## config.mk

```make
export PLATFORM = sky130hd
export DESIGN_NAME = rtp_l24_to_l16_repacketizer
export DESIGN_NICKNAME = d
export VERILOG_FILES = /design/src/rtl/rtprp_pkg.sv /design/src/rtl/rtprp_front.sv /design/src/rtl/rtprp_queue.sv /design/src/rtl/rtp_l24_to_l16_repacketizer.sv
export SDC_FILE = /design/constraint.sdc
export NUM_CORES = 1
export LEC_CHECK = 0
export BUFFER_PORTS_ARGS = -buffer_cell sky130_fd_sc_hd__buf_2
export CAP_MARGIN = 20
export CORE_AREA = 2 2 87 89
export DETAILED_ROUTE_END_ITERATION = 16
export DIE_AREA = 0 0 89 91
export GPL_TIMING_DRIVEN = 0
export PLACE_DENSITY_LB_ADDON = 0.05
export SLEW_MARGIN = 40
export SYNTH_ARGS = -nofsm -noshare
export SYNTH_HDL_FRONTEND = slang
export SYNTH_SLANG_ARGS = --single-unit
```

## constraint.sdc

```tcl
create_clock -name i_clk -period 3.1 [get_ports i_clk]
set_input_delay 0.62 -clock i_clk [delete_from_list [all_inputs] [get_ports i_clk]]
set_output_delay 0.62 -clock i_clk [all_outputs]
set_load 0.01 [all_outputs]
```

## src/rtl/rtprp_pkg.sv

```systemverilog
// Shared types and constants for the L24 to L16 RTP repacketizer.
// No dependencies; every module of the block imports this package.
`timescale 1ns / 1ps
`default_nettype none

package rtprp_pkg;

    // Incoming packet layout.
    localparam int HEADER_BYTES  = 12;
    localparam int PAYLOAD_BYTES = 6 * 48;
    localparam int TOTAL_BYTES   = HEADER_BYTES + PAYLOAD_BYTES;

    // Width of the byte position counter, which saturates at TOTAL_BYTES.
    localparam int POS_W = $clog2(TOTAL_BYTES + 1);

    // Packet position of the last kept payload byte of an incoming packet.
    localparam int LAST_KEPT_Q   = ((PAYLOAD_BYTES % 3) == 0) ? (PAYLOAD_BYTES - 2)
                                                              : (PAYLOAD_BYTES - 1);
    localparam int LAST_KEPT_POS = HEADER_BYTES + LAST_KEPT_Q;

    // Header byte positions that carry the sequence number, high byte first.
    localparam int SEQ_HI_POS = 2;
    localparam int SEQ_LO_POS = 3;

    // Aggregation register.
    localparam int          BLK_W         = 3;
    localparam logic [2:0]  BLOCKS_RESET  = 3'd5;

    // Result queue depth between the classifier and the output side.
    localparam int QDEPTH = 4;
    localparam int QPTR_W = $clog2(QDEPTH);
    localparam int QCNT_W = $clog2(QDEPTH + 1);

    // One outgoing byte with its end-of-packet flag.
    typedef struct packed {
        logic [7:0] data;
        logic       last;
    } t_entry;

endpackage

`default_nettype wire

```

## src/rtl/rtprp_front.sv

```systemverilog
// Front end of the repacketizer: tracks byte position, block index and
// sequence number, and decides which bytes go out. Depends on rtprp_pkg.
`timescale 1ns / 1ps
`default_nettype none

module rtprp_front (
    input  wire logic                         i_clk,
    input  wire logic                         i_rst_n,
    input  wire logic                         i_cfg_wr_en,
    input  wire logic [rtprp_pkg::BLK_W-1:0]  i_cfg_wr_data,
    input  wire logic                         i_valid,
    output logic                              o_ready,
    input  wire logic [7:0]                   i_data,
    input  wire logic                         i_start,
    output logic                              o_push,
    output rtprp_pkg::t_entry                 o_entry,
    input  wire logic                         i_full
);
    import rtprp_pkg::*;

    logic [BLK_W-1:0] r_blocks;
    logic [POS_W-1:0] r_pos;
    logic [1:0]       r_phase;
    logic [BLK_W-1:0] r_block_idx;
    logic [15:0]      r_seq;

    logic [POS_W-1:0] pos;
    logic             accept;
    logic             in_range;
    logic             is_header;
    logic [BLK_W-1:0] eff_blocks;
    logic             last_block;
    logic             emit;
    logic             first_block;

    // A request is taken whenever the queue has room.
    assign o_ready = !i_full;
    assign accept  = i_valid && !i_full;

    // A packet start flag puts the position back to zero before the byte is handled.
    assign pos         = i_start ? '0 : r_pos;
    assign in_range    = pos < POS_W'(TOTAL_BYTES);
    assign is_header   = pos < POS_W'(HEADER_BYTES);
    assign first_block = (r_block_idx == '0);

    // A zero interval behaves as one block per outgoing packet.
    assign eff_blocks = (r_blocks == '0) ? BLK_W'(1) : r_blocks;
    assign last_block = ({1'b0, r_block_idx} + (BLK_W + 1)'(1)) >= {1'b0, eff_blocks};

    // Header bytes go out for the first block only; payload drops every third byte.
    assign emit = in_range && (is_header ? first_block : (r_phase != 2'd2));

    always_comb begin
        o_entry.data = i_data;
        if (pos == POS_W'(SEQ_HI_POS)) begin
            o_entry.data = r_seq[15:8];
        end else if (pos == POS_W'(SEQ_LO_POS)) begin
            o_entry.data = r_seq[7:0];
        end
        o_entry.last = !is_header && last_block && (pos == POS_W'(LAST_KEPT_POS));
    end

    assign o_push = accept && emit;

    // Configuration register.
    always_ff @(posedge i_clk) begin
        if (!i_rst_n) begin
            r_blocks <= BLOCKS_RESET;
        end else if (i_cfg_wr_en) begin
            r_blocks <= i_cfg_wr_data;
        end
    end

    // Position, sample phase, block index and sequence number.
    always_ff @(posedge i_clk) begin
        if (!i_rst_n) begin
            r_pos       <= '0;
            r_phase     <= '0;
            r_block_idx <= '0;
            r_seq       <= '0;
        end else if (accept) begin
            if (in_range) begin
                r_pos <= pos + POS_W'(1);
                if (is_header || r_phase == 2'd2) begin
                    r_phase <= '0;
                end else begin
                    r_phase <= r_phase + 2'd1;
                end
                if (first_block && pos == POS_W'(SEQ_LO_POS)) begin
                    r_seq <= r_seq + 16'd1;
                end
                if (pos == POS_W'(TOTAL_BYTES - 1)) begin
                    r_block_idx <= last_block ? '0 : (r_block_idx + BLK_W'(1));
                end
            end
        end
    end

endmodule

`default_nettype wire

```

## src/rtl/rtprp_queue.sv

```systemverilog
// Short result queue that decouples the classifier from the output stream.
// Depends on rtprp_pkg for the entry type and depth.
`timescale 1ns / 1ps
`default_nettype none

module rtprp_queue (
    input  wire logic               i_clk,
    input  wire logic               i_rst_n,
    input  wire logic               i_push,
    input  wire rtprp_pkg::t_entry  i_entry,
    output logic                    o_full,
    output logic                    o_valid,
    input  wire logic               i_ready,
    output rtprp_pkg::t_entry       o_entry
);
    import rtprp_pkg::*;

    t_entry             r_mem [QDEPTH];
    logic [QPTR_W-1:0]  r_wr_ptr;
    logic [QPTR_W-1:0]  r_rd_ptr;
    logic [QCNT_W-1:0]  r_count;
    logic               pop;

    assign o_full  = (r_count == QCNT_W'(QDEPTH));
    assign o_valid = (r_count != '0);
    assign o_entry = r_mem[r_rd_ptr];
    assign pop     = o_valid && i_ready;

    // Entry storage.
    always_ff @(posedge i_clk) begin
        if (i_push) begin
            r_mem[r_wr_ptr] <= i_entry;
        end
    end

    // Pointers and fill count.
    always_ff @(posedge i_clk) begin
        if (!i_rst_n) begin
            r_wr_ptr <= '0;
            r_rd_ptr <= '0;
            r_count  <= '0;
        end else begin
            if (i_push) begin
                r_wr_ptr <= r_wr_ptr + QPTR_W'(1);
            end
            if (pop) begin
                r_rd_ptr <= r_rd_ptr + QPTR_W'(1);
            end
            if (i_push && !pop) begin
                r_count <= r_count + QCNT_W'(1);
            end else if (pop && !i_push) begin
                r_count <= r_count - QCNT_W'(1);
            end
        end
    end

endmodule

`default_nettype wire

```

## src/rtl/rtp_l24_to_l16_repacketizer.sv

```systemverilog
// L24 to L16 RTP repacketizer, top level.
//
// Input stream: one byte of an incoming 300-byte RTP packet per request
// (12 header bytes, 288 bytes of 24-bit samples). s_axis_tuser flags the
// first byte of a packet and resynchronizes the byte position.
// Output stream: bytes of the outgoing L16 packet; m_axis_tlast marks its
// final byte. blocks_per_packet incoming packets make one outgoing packet.
// Configuration: i_cfg_wr_en writes blocks_per_packet (reset 5); write it
// only while the block is idle.
// A kept byte is registered in the queue and shows on the output once the
// entries ahead of it have left. Throughput: one byte per cycle, set by the
// position counters in the front end. A four-entry queue sits between front
// end and output, so the input keeps flowing while the receiver stalls until
// the queue fills; then s_axis_tready drops. Reset empties the queue and
// clears the position, block index and sequence number.
// Depends on rtprp_pkg, rtprp_front and rtprp_queue.
`timescale 1ns / 1ps
`default_nettype none

module rtp_l24_to_l16_repacketizer (
    input  wire logic                         i_clk,
    input  wire logic                         i_rst_n,
    input  wire logic                         i_cfg_wr_en,
    input  wire logic [rtprp_pkg::BLK_W-1:0]  i_cfg_wr_data,
    input  wire logic                         s_axis_tvalid,
    output logic                              s_axis_tready,
    input  wire logic [7:0]                   s_axis_tdata,   // [7:0] data_byte
    input  wire logic                         s_axis_tuser,   // [0] packet_start
    output logic                              m_axis_tvalid,
    input  wire logic                         m_axis_tready,
    output logic [7:0]                        m_axis_tdata,   // [7:0] out_byte
    output logic                              m_axis_tlast
);
    import rtprp_pkg::*;

    logic   push;
    logic   full;
    t_entry front_entry;
    t_entry back_entry;

    // Classifying front end.
    rtprp_front u_front (
        .i_clk         (i_clk),
        .i_rst_n       (i_rst_n),
        .i_cfg_wr_en   (i_cfg_wr_en),
        .i_cfg_wr_data (i_cfg_wr_data),
        .i_valid       (s_axis_tvalid),
        .o_ready       (s_axis_tready),
        .i_data        (s_axis_tdata),
        .i_start       (s_axis_tuser),
        .o_push        (push),
        .o_entry       (front_entry),
        .i_full        (full)
    );

    // Result queue feeding the output stream.
    rtprp_queue u_queue (
        .i_clk    (i_clk),
        .i_rst_n  (i_rst_n),
        .i_push   (push),
        .i_entry  (front_entry),
        .o_full   (full),
        .o_valid  (m_axis_tvalid),
        .i_ready  (m_axis_tready),
        .o_entry  (back_entry)
    );

    assign m_axis_tdata = back_entry.data;
    assign m_axis_tlast = back_entry.last;

endmodule

`default_nettype wire
```

# Word level (Yosys, flattened, before mapping)
# Memories as Yosys holds them, arrays and structs flattened. A register that Yosys moved wholly into a read port is not among the register bits.
# Index checks and enable logic that the tools add are counted.
[classes]
add_sub_neg = 9
magnitude_cmp = 3
n_eq_ne = 7
mux = 13
n_reduce_logical = 21
[op_table]
columns = ["cell", "n"]
rows = [
  ["9-bit by 2-bit equality test with 1-bit output, second input constant", 2],
  ["9-bit equality test, second input constant", 2],
  ["16-bit by 1-bit adder with 16-bit output, second input constant", 1],
  ["8-bit 2-to-1 mux", 2],
  ["3-bit 2-to-1 mux", 4],
  ["9-bit by 1-bit adder with 9-bit output, second input constant", 1],
  ["1-bit logical AND", 9],
  ["9-bit by 4-bit < comparator with 1-bit output, second input constant", 1],
  ["9-bit < comparator, second input constant", 1],
  ["9-bit 2-to-1 mux", 1],
  ["2-bit by 1-bit adder with 2-bit output, second input constant", 3],
  ["3-bit by 1-bit adder with 3-bit output, second input constant", 2],
  ["3-bit zero test", 2],
  ["2-bit 2-to-1 mux", 3],
  ["3-bit AND reduction", 2],
  ["3-bit by 1-bit adder with 4-bit output, second input constant", 1],
  ["4-bit by 3-bit greater-or-equal comparator with 1-bit output", 1],
  ["1-bit zero test", 4],
  ["3-bit equality test, second input constant", 1],
  ["1-bit 2-to-1 mux", 3],
  ["3-bit nonzero test", 1],
  ["3-bit by 1-bit subtractor with 3-bit output, second input constant", 1],
  ["2-bit equality test, second input constant", 1],
  ["2-bit != test, second input constant", 1],
  ["other kinds (3)", 3],
]
[totals]
register_bits = 40
ram_bits = 36
output_inout_bits = 11
elab_cells = 62
mem_count = 1
[mem_list]
columns = ["name", "words", "word_bits", "rd", "rd_ports_with_merged_regs", "wr", "line", "rtl"]
rows = [
  ["u_queue.r_mem", 4, 9, 1, 1, 1, "rtprp_queue.sv:18", "t_entry r_mem [QDEPTH];"],
]

# Depth between registers and ports, before layout
# Gate-level depths: netlist of the first run.
[depth]
word_depth = 9
mapped_depth = 12
mapped_depth_nobuf = 11

# Modules after synthesis
# From an unflattened synthesis of the first run, not the netlist that was laid out.
[hier_totals]
hier_cells = 358
hier_area_um2 = 4067.7
[by_module_without_submodules]
columns = ["mod", "n_inst", "cells_per_inst", "area_each_um2", "seq_area_each_um2"]
rows = [
  ["rtprp_front", 1, 268, 2297.2, 660.6],
  ["rtprp_queue", 1, 90, 1770.4, 1261.2],
]

# Worst setup path after synthesis of the first run
# No wires, ideal clock.
[synth_timing]
kind = "input to register"
startpoint = "in s_axis_tuser"
endpoint = "mem u_queue.r_mem[0][1] (netlist name) (data pin)"
setup_time_ns = 0.291
t_arrival_ns = 2.488
path_slack_ns = 0.321
path_stages = 9
path_cell_list = "clkbuf_1 > clkbuf_1 > nor2b_1 > ha_1 > nor4b_4 > a22oi_2 > buf_6 > mux2i_1 > o21ai_0"
[synth_rtl]
columns = ["element", "line", "rtl"]
rows = [
  ["from (decl)", "rtp_l24_to_l16_repacketizer.sv:28", "input wire logic s_axis_tuser,"],
  ["to (decl)", "rtprp_queue.sv:18", ""],
]

==> results.py, run 1 <==
metrics = {
    "run": {
        "cap_violations": 0,
    },
    "sta": {
        "finalClockSkew_ns": 0.00873,
        "drv_slew": 0,
        "slew_headroom_pct": 54.7,
        "finalHoldViolations": 0,
        "grt_setup_unrepaired": "false",
        "tightest_slew_ns": 0.678,
        "fmaxAchievable_mhz": 340,
        "setup_viol": 0,
        "holdWs_ns": 0.458,
        "min_period_ns": 2.94,
        "fin_crit_sh_pct": 94.9,
    },
    "synthesis": {
        "yosys_warnings": 0,
        "synth-seq-area-share_pct": 48.9,
        "synthSimpleGateAreaFrac_pct": 20.6,
        "synthArstFlopShare_pct": 0,
        "synth_area_per_cell_um2": 11.0,
        "synth_area_um2": 3930,
        "yosysUniqueCellTypes": 60,
        "ys_seq_elements": 78,
        "synth_cells": 356,
        "synth_top_area_share_pct": 27.5,
        "synth.area.top_cells": "edfxtp_1 28%, dfxtp_1 21%, mux4_2 5.2%",
        "synth_mux_area_share_pct": 8.73,
        "synth_xor_xnor_area_share_pct": 2.45,
        "ys.flop_type": "dfxtp_1",
        "synth_compound_area_share_pct": 10.8,
        "synth_largest_area_cell": "edfxtp_1",
        "synth-edff-count": 36,
        "synthAdderAreaFrac_pct": 4.97,
        "synth_fp_nets": 388,
        "synth_top_family_by_area": "simple AND/OR/NAND/NOR gates",
    },
    "critical_path": {
        "r2r-start": "u_front.r_pos[6]",
        "cp_slowest_cell": "o21ai_0",
        "cp.required_ns": 3.19,
        "endpoint_kind": "register",
        "arrival_ns": 3.03,
        "worstSetupPathType": "in2reg",
        "start_kind": "input pin",
        "worst_path_most_repeated_cell": "clkbuf_2",
        "critical-path-max-stage-delay_ns": 0.42,
        "crit_fanout": 10,
        "crit_chain": "buf_2 > clkbuf_2 > clkbuf_2 > nor2b_1 > ha_1 > nor4b_4 > a22oi_2 > buf_6 > mux2i_1 > o21ai_0",
        "crit_start": "s_axis_tuser",
    },
    "global_route": {
        "grt_util_met2_pct": 32.2,
        "grt_use_met1_pct": 28.9,
        "antenna_found_initial": 0,
        "grt-ovfl-total": 0,
        "grt_use_met3_pct": 3.64,
        "grt_pass1_vias": 2565,
        "busiest_layer": "met2",
        "grt_use_total_pct": 20.5,
        "grt_max_degree": 17,
        "grt_pass1_wl_mm": 12.6,
    },
    "pwr": {
        "p_int_mw": 1.76,
        "power.share.combinational_pct": 23.7,
        "clkPwrFrac_pct": 28.0,
        "seq_power_share_pct": 48.2,
        "power_switching_mw": 0.797,
        "power_density_nw_per_um2": 584,
        "max-vdd-ir-drop_v": 0.000291,
        "swShare_pct": 31.1,
        "finalPower_mw": 2.56,
        "p_leak_nw": 1.59,
    },
    "route": {
        "routedWlPerCell_um": 15.9,
        "drt_iter0_drc": 152,
        "firstDrtPassIters": 4,
        "ant_nets": 0,
        "num_vias": 2783,
        "drt-vias-per-instance": 5.59,
        "routed_wl_mm": 7.91,
        "drc": 0,
    },
    "finish": {
        "finalNetCount": 426,
        "antennaDiodeCount": 0,
        "area_growth_pct": 11.5,
        "utilization_pct": 61.4,
        "drive_above_1_share_pct": 20.1,
        "instances_no_fill": 498,
        "final.fill_count": 609,
    },
    "floorplan": {
        "dieHeight_um": 91,
        "coreArea_um2": 7140,
        "num_io_pins": 28,
        "die_x_um": 89,
        "dieArea_um2": 8100,
        "row_count": 31,
        "start_util_pct": 55.0,
    },
    "clock_tree": {
        "cts_made_buffers": 9,
        "cts_tree": "yes",
        "clk_latency_ns": 0.35,
        "cts-root-buf": "clkbuf_8",
        "cts_max_level": 3,
        "cts_buffer_depth": 2,
        "clock-sinks": 78,
        "postCtsSetupBuffers": 0,
        "cts.clk_slew.worst_paths_ns": 0.09,
    },
    "placed_design": {
        "post-dp-hpwl_mm": 5.68,
        "place_congestion": 0.802,
        "place.port_buffers": 27,
        "dp.cells": 482,
    },
    "worst_hold_path": {
        "min_path_type": "reg2reg",
        "hold_start": "u_front.r_phase[0]",
    },
    "status": {
        "status": "finished, final reports clean",
    },
}
[registers in the layout, indices dropped and copies added (netlist names), 3 cells and up, named ones only]
signal               flops
u_front.r_blocks         3
u_front.r_seq           16
u_queue.r_count          3
u_queue.r_mem           36
u_front.r_pos            9
u_front.r_block_idx      3
[path summary, 6_finish.rpt]
| path | end | slack (ns) | cells past startpoint |
|---|---|---|---|
| worst max-delay path | u_queue.r_mem[0][4] | 0.16 | 10 |
| worst min-delay path | u_front.r_phase[0] | 0.46 | 2 |
| worst max register to register | u_queue.r_count[2] | 0.18 | 12 |
| worst min register to register | u_front.r_phase[0] | 0.46 | 2 |
[Yosys cell counts, drive strengths merged, types with 7 or more instances]
cell type   n
a21oi      21
buf         9
dfxtp      42
edfxtp     36
ha         14
inv        14
mux2i      14
mux4        9
nand2      33
nand3      10
nor2       29
nor3        7
o21ai      24
or3         9
[final cells by class]
class	instances	area [um2]	area share, %
tap	99	124	2.83
multi-input combinational	248	1870	42.7
sequential	78	1920	43.9
clock inverter	7	62.6	1.43
inverter	15	56.3	1.28
clock buffer	9	124	2.83
timing repair buffer	27	135	3.08
buffer	15	85.1	1.94
[worst max-delay path, delay by kind of cell]
| kind | cells | cell delay, ns |
|---|---|---|
| multiplexers | 1 | 0.12 |
| buffers and inverters | 4 | 0.82 |
| AND/OR/NAND/NOR | 2 | 0.51 |
| AO/OA/AOI/OAI | 2 | 0.59 |
| adder cells (fa/ha/maj) | 1 | 0.36 |
[cells in the final DEF (no fill, tap or decap), drive strengths merged, types with 2 or more instances in the layout]
cell / n
buf: 36
nand3: 10
o21a: 3
nor2: 29
mux4: 9
inv: 18
xor2: 6
clkbuf: 15
o21ai: 24
edfxtp: 36
nor2b: 5
nand4: 6
a21oi: 21
o31ai: 2
or3: 9
and3: 6
mux2i: 14
nor4: 5
xnor2: 5
nand2: 33
a211oi: 4
and2: 6
dfxtp: 42
nand4b: 4
clkinvlp: 3
nand3b: 3
nand2b: 3
a31oi: 2
and4b: 2
ha: 14
nor3: 7
[metrics by stage]
step,worst slack [ns],TNS [ns],cell area (um2)
floorplan,0.321,0,3930
global placement,-0.407,-11.54,4190
detailed placement,-0.456,-12.85,4190
CTS,0.0286,0,4380
global route,0.00346,0,4380
finish,0.157,0,4380
[routing by layer]
metal | up-vias | part of all wire (%)
li1 | 1381 | -
met1 | 1337 | 49
met2 | 56 | 46
met3 | 9 | 3.2
met4 | 0 | 1.3
met5 | - | 0
[kinds of logic after synthesis]
group / after synthesis
simple gates: 133
flops: 78
buf+inv: 30
fa+ha+maj: 15
xor+xnor: 11
mux: 23
compound gates: 66
[what timing repair did]
action,CTS,global route
gates cloned,0,0
hold buffers,0,0
endpoints found under the setup margin,24,25
resized for setup,1,7
pin swaps,0,0
[power groups by stage]
stage / logic (mW) / registers (mW) / clock network (mW)
finish: 0.607 / 1.23 / 0.717
detailed placement: 0.608 / 1.26 / 0
floorplan: 0.440 / 1.24 / 0
CTS: 0.613 / 1.24 / 0.744
global route: 0.676 / 1.25 / 0.786
global placement: 0.598 / 1.26 / 0
Power figures use the tool's default switching activity.
==> run 2: changes to the inputs <==
- CTS_CLUSTER_SIZE: unset -> 25
- clock period: 3.1 -> 3.72 ns (I/O delays scaled with it)
==> run 2 against run 1 <==
  * Die area is the same
  * Sequential share of layout area grew 0.075 points
  * Critical path depth is the same
  * Routed wire length shrank 1.1%
  * Hold slack lost 0.0010 ns
  * Critical endpoint is now u_queue.r_mem[1][3]
  * Highest routed layer unchanged
==> results.py, run 2 (synthesized netlist as in run 1, its figures left out) <==
metrics = {
    "pwr": {
        "p_leak_nw": 1.59,
        "finalPower_mw": 2.13,
        "max-vdd-ir-drop_v": 0.000241,
        "power_density_nw_per_um2": 487,
    },
    "sta": {
        "min_period_ns": 3.39,
        "grt_setup_unrepaired": "false",
        "tightest_slew_ns": 0.675,
        "fin_setup_tns_ns": 0,
        "setup_viol": 0,
        "fmaxAchievable_mhz": 295,
        "slew_headroom_pct": 54.9,
        "finalClockSkew_ns": 0.00828,
        "holdWs_ns": 0.457,
        "drv_slew": 0,
        "finalHoldViolations": 0,
        "fin_crit_sh_pct": 91.2,
    },
    "finish": {
        "area_growth_pct": 11.3,
        "largest_reg_flops": 36,
        "final_cell_mix": "42 x dfxtp_1, 36 x edfxtp_1, 33 x nand2_1, 30 x buf_2, 26 x nor2_1",
        "largest_registers": "u_queue.r_mem: 36 flops, u_front.r_seq: 16 flops, u_front.r_pos: 9 flops",
        "instances_no_fill": 498,
        "utilization_pct": 61.3,
        "antennaDiodeCount": 0,
        "drive_above_1_share_pct": 19.5,
        "top_register": "u_queue.r_mem",
        "finalNetCount": 426,
        "final_common_cell": "dfxtp_1",
    },
    "floorplan": {
        "row_count": 31,
        "coreArea_um2": 7140,
        "start_util_pct": 55.0,
        "dieArea_um2": 8100,
        "die_x_um": 89,
        "dieHeight_um": 91,
        "num_io_pins": 28,
    },
    "global_route": {
        "grt_pass1_wl_mm": 12.6,
        "grt-ovfl-total": 0,
        "antenna_found_initial": 0,
        "grt_pass1_vias": 2565,
        "grt_max_degree": 17,
        "grt_use_total_pct": 20.5,
    },
    "critical_path": {
        "r2r_end": "u_queue.r_count[2]",
        "r2r_cells": 12,
        "worstSetupPathType": "in2reg",
        "crit_fanout": 10,
        "rrSetupSlack_ns": 0.66,
        "start_kind": "input pin",
        "arrival_ns": 3.47,
        "cp.required_ns": 3.80,
        "r2r-start": "u_front.r_pos[6]",
        "endpoint_kind": "register",
    },
    "route": {
        "ant_nets": 0,
        "routedWlPerCell_um": 15.7,
        "routed_wl_mm": 7.83,
        "highest_layer": "met4",
        "firstDrtPassIters": 4,
        "num_vias": 2767,
        "met2WireLength_mm": 3.68,
        "m1WireLength_mm": 3.75,
        "drc": 0,
        "drt_iter0_drc": 146,
        "drt-vias-per-instance": 5.56,
        "wl_met3_um": 322,
    },
    "placed_design": {
        "place_congestion": 0.802,
        "dp.cells": 482,
        "post-dp-hpwl_mm": 5.68,
        "place.port_buffers": 27,
    },
    "clock_tree": {
        "ctsResizeCount": 0,
        "cts_max_level": 3,
        "cts_tree": "yes",
        "clk_latency_ns": 0.35,
        "hold_buffers": 0,
        "cts_buffer_depth": 2,
        "cts.clk_slew.worst_paths_ns": 0.09,
        "postCtsSetupBuffers": 0,
        "cts_made_buffers": 9,
        "cts-root-buf": "clkbuf_8",
        "clock-sinks": 78,
    },
    "worst_hold_path": {
        "hold_start": "u_front.r_phase[0]",
        "min_to": "u_front.r_phase[0]",
        "holdPathStages": 2,
        "min_path_type": "reg2reg",
    },
    "status": {
        "status": "finished, final reports clean",
    },
    "run": {
        "cap_violations": 0,
    },
}
## run 2: cell types whose count changed in the layout (fill, tap and decap cells not counted)
cell      change
o21ai_0       +4
nor2_2        +1
clkbuf_2      -2
o21ai_1       -4
nor2_4        -1
clkbuf_1      +2
## run 2: layout make-up
class	count	area (um2)
clock buffer	9	124
inverter	15	56.3
fill	611	2760
clock inverter	7	62.6
buffer	15	82.6
multi-input combinational	248	1870
tap	99	124
timing repair buffer	27	135
sequential	78	1920
## run 2: how the worst max path moves through the flow
stage	from	to
after floorplan	s_axis_tuser	u_queue.r_mem[0][1]
after global placement	s_axis_tuser	u_queue.r_mem[2][5]
after detailed placement	s_axis_tuser	u_queue.r_mem[2][3]
after CTS	s_axis_tuser	u_queue.r_mem[1][3]
after global routing	s_axis_tuser	u_queue.r_mem[0][5]
final	s_axis_tuser	u_queue.r_mem[1][3]
## run 2: report_power, final
group | total (mW) | switching [mW] | internal (mW) | leakage (nW)
clock | 0.597 | 0.342 | 0.256 | 0.0863
combinational | 0.503 | 0.280 | 0.223 | 0.830
sequential | 1.03 | 0.0411 | 0.988 | 0.671
total | 2.13 | 0.662 | 1.47 | 1.59
## run 2: layer usage
layer | global-route usage [%] | up-vias
met4 | 6.72 | 0
li1 | - | 1381
met1 | 28.9 | 1331
met3 | 3.64 | 6
met2 | 32.2 | 49
met5 | 0 | -
## run 2: metrics by stage
step           area, um2  setup WS [ns]
6_report            4370          0.327
4_1_cts             4370          0.389
5_1_grt             4370          0.178
2_1_floorplan       3930          0.817
3_5_place_dp        4190         0.0404
3_3_place_gp        4190         0.0887
## run 2: worst max-delay path, cell delays in order
cell	delay, ns
buf_2	0.17
clkbuf_1	0.39
clkbuf_1	0.41
nor2b_1	0.12
ha_1	0.33
nor4b_4	0.18
a22oi_2	0.34
buf_6	0.23
mux2i_1	0.08
o21ai_0	0.44
==> run 3: changes to the inputs <==
- ABC_AREA: unset -> 1
- CORE_AREA: 2 2 87 89 -> 2 2 89 91
- DIE_AREA: 0 0 89 91 -> 0 0 91 93
==> run 3 against run 2 <==
  * Setup slack gained 0.56 ns
  * Count of clock-buffer cells in the layout is the same
  * Sequential power is essentially flat
  * Global-route usage grew 1.5 points
  * Total power grew 3.4%
  * Critical endpoint is now m_axis_tdata[0]
  * Highest routed layer unchanged
==> results.py, run 3 <==
metrics = {
    "synthesis": {
        "ys.flop_type": "dfxtp_1",
        "yosysUniqueCellTypes": 38,
        "synthArstFlopShare_pct": 0,
        "synth.area.top_cells": "edfxtp_1 26%, dfxtp_1 20%, nand2_1 9.9%",
        "synth_area_um2": 4210,
        "synth_top_area_share_pct": 25.7,
        "synthTopCellsByCount": "111 x nand2_1, 73 x nor2_1, 50 x inv_1, 42 x dfxtp_1, 36 x edfxtp_1",
        "ys_seq_elements": 78,
        "synth_most_common_cell": "nand2_1",
        "synth_largest_area_cell": "edfxtp_1",
        "synth-edff-count": 36,
        "synth_fp_nets": 541,
        "synth_cells": 509,
        "synth-seq-area-share_pct": 45.6,
        "yosys_warnings": 0,
        "synth_area_per_cell_um2": 8.27,
    },
    "placed_design": {
        "place.port_buffers": 27,
        "dpl-instance-area_um2": 4470,
        "post-dp-hpwl_mm": 6.45,
        "place_congestion": 0.899,
    },
    "sta": {
        "finalHoldViolations": 0,
        "finalClockSkew_ns": 0.00956,
        "fin_setup_tns_ns": 0,
        "fin_crit_sh_pct": 76.1,
        "tightest_slew_ns": 0.814,
        "min_period_ns": 2.83,
        "slew_headroom_pct": 45.6,
        "drv_slew": 0,
        "fmaxAchievable_mhz": 353,
        "setup_viol": 0,
        "holdWs_ns": 0.465,
        "grt_setup_unrepaired": "false",
    },
    "clock_tree": {
        "hold_buffers": 0,
        "postCtsSetupBuffers": 0,
        "cts_made_buffers": 9,
        "cts_max_level": 3,
        "cts_tree": "yes",
        "clk_latency_ns": 0.35,
        "cts-root-buf": "clkbuf_8",
        "clock-sinks": 78,
        "ctsResizeCount": 0,
        "cts_buffer_depth": 2,
        "cts.clk_slew.worst_paths_ns": 0.09,
    },
    "global_route": {
        "antenna_found_initial": 0,
        "grt_use_total_pct": 22.0,
        "grt_max_degree": 16,
        "grt-ovfl-total": 0,
        "grt_pass1_vias": 3147,
        "grt_pass1_wl_mm": 14.9,
    },
    "critical_path": {
        "start_kind": "register",
        "arrival_ns": 2.09,
        "crit_fanout": 10,
        "cp.required_ns": 2.98,
        "worstSetupPathType": "reg2out",
        "endpoint_kind": "output pin",
    },
    "finish": {
        "final.fill_count": 699,
        "final_common_cell": "nand2_1",
        "drive_above_1_share_pct": 15.0,
        "fin_area_um2": 4660,
        "largest_reg_flops": 36,
        "top_register": "u_queue.r_mem",
        "antennaDiodeCount": 0,
        "area_growth_pct": 10.7,
        "finalNetCount": 579,
        "largest_registers": "u_queue.r_mem: 36 flops, u_front.r_seq: 16 flops, u_front.r_pos: 9 flops",
        "final_cell_mix": "111 x nand2_1, 70 x nor2_1, 50 x inv_1, 42 x dfxtp_1, 36 x edfxtp_1",
    },
    "pwr": {
        "power_density_nw_per_um2": 472,
        "max-vdd-ir-drop_v": 0.000221,
        "p_leak_nw": 1.86,
    },
    "floorplan": {
        "num_io_pins": 28,
        "die_x_um": 91,
        "row_count": 32,
        "start_util_pct": 55.9,
        "dieArea_um2": 8460,
        "dieHeight_um": 93,
        "coreArea_um2": 7530,
    },
    "run": {
        "cap_violations": 0,
    },
    "route": {
        "num_vias": 3463,
        "drt-vias-per-instance": 5.30,
        "routedWlPerCell_um": 13.7,
        "drc": 0,
        "met2WireLength_mm": 4.24,
        "drt_iter0_drc": 265,
        "highest_layer": "met4",
        "routed_wl_mm": 8.97,
        "wl_met3_um": 278,
        "ant_nets": 0,
        "firstDrtPassIters": 5,
        "m1WireLength_mm": 4.34,
    },
    "status": {
        "status": "finished, final reports clean",
    },
    "worst_hold_path": {
        "min_path_type": "reg2reg",
    },
}
[run 3: cell types whose count changed in the layout (fill, tap and decap cells not counted), moves of 9 or more]
cell and delta:
nand3_1 +9, or3_1 -9, nand2_1 +78, mux4_2 -9
nor2_1 +44, o21ai_0 +13, o22ai_1 +9, mux2i_1 -14
inv_1 +37
[run 3: power by group]
group	internal [mW]	switching, mW	leakage [nW]
logic	0.187	0.363	1.11
registers	1.01	0.0533	0.669
clock network	0.249	0.345	0.0828
[run 3: cells by family (layout without fill, tap and decap cells)]
family / after synthesis / in the layout / share of synthesized area [%]
buffers and inverters: 66 / 109 / 6.86
adder cells (fa/ha/maj): 15 / 15 / 4.64
AND/OR/NAND/NOR: 240 / 240 / 26.7
AO/OA/AOI/OAI: 95 / 95 / 13.0
flip-flops: 78 / 78 / 45.6
XOR/XNOR: 15 / 15 / 3.12
[run 3: worst max-delay path, cell delays in order, from the launching register on]
cell and delay [ns]:
dfxtp_1 0.31, clkbuf_1 0.22, inv_1 0.29, clkbuf_1 0.45
nor2_1 0.09, o22ai_1 0.22, buf_2 0.16
[run 3: path summary, 6_finish.rpt]
path	from	to	slack, ns	depth (start not counted)
hold reg to reg	u_front.r_blocks[0]	u_front.r_blocks[0]	0.46	2
setup reg to reg	u_front.r_block_idx[0]	u_queue.r_count[2]	1.19	16
hold / removal	u_front.r_blocks[0]	u_front.r_blocks[0]	0.46	2
setup / recovery	register	m_axis_tdata[0]	0.89	6
[run 3: area by class of cell]
cell class | instances | area (um2) | share of cell area [%]
multi-input cells | 365 | 2010 | 43.1
flip-flops and latches | 78 | 1920 | 41.2
inverters | 52 | 195 | 4.19
repair buffers | 27 | 135 | 2.90
well taps | 102 | 128 | 2.74
clock buffers | 9 | 124 | 2.66
plain buffers | 14 | 93.8 | 2.01
clock inverters | 7 | 55.1 | 1.18
[run 3: per-layer routing]
metal / track usage, % / vias to the layer above
met4: 8.33 / 0
met3: 2.90 / 12
met1: 29.8 / 1613
met2: 36.4 / 69
li1: - / 1769
met5: 0 / -
[run 3: metrics by stage]
stage                     utilization (%)  total power, mW  worst slack, ns  cells
after floorplan                         -             1.44             1.12    509
after global placement               59.4             1.60            0.739    638
after detailed placement             59.4             1.62            0.706    638
after CTS                            61.8             2.20            0.926    654
after global routing                 61.9             2.32            0.709    654
final                                61.9             2.20            0.889    654
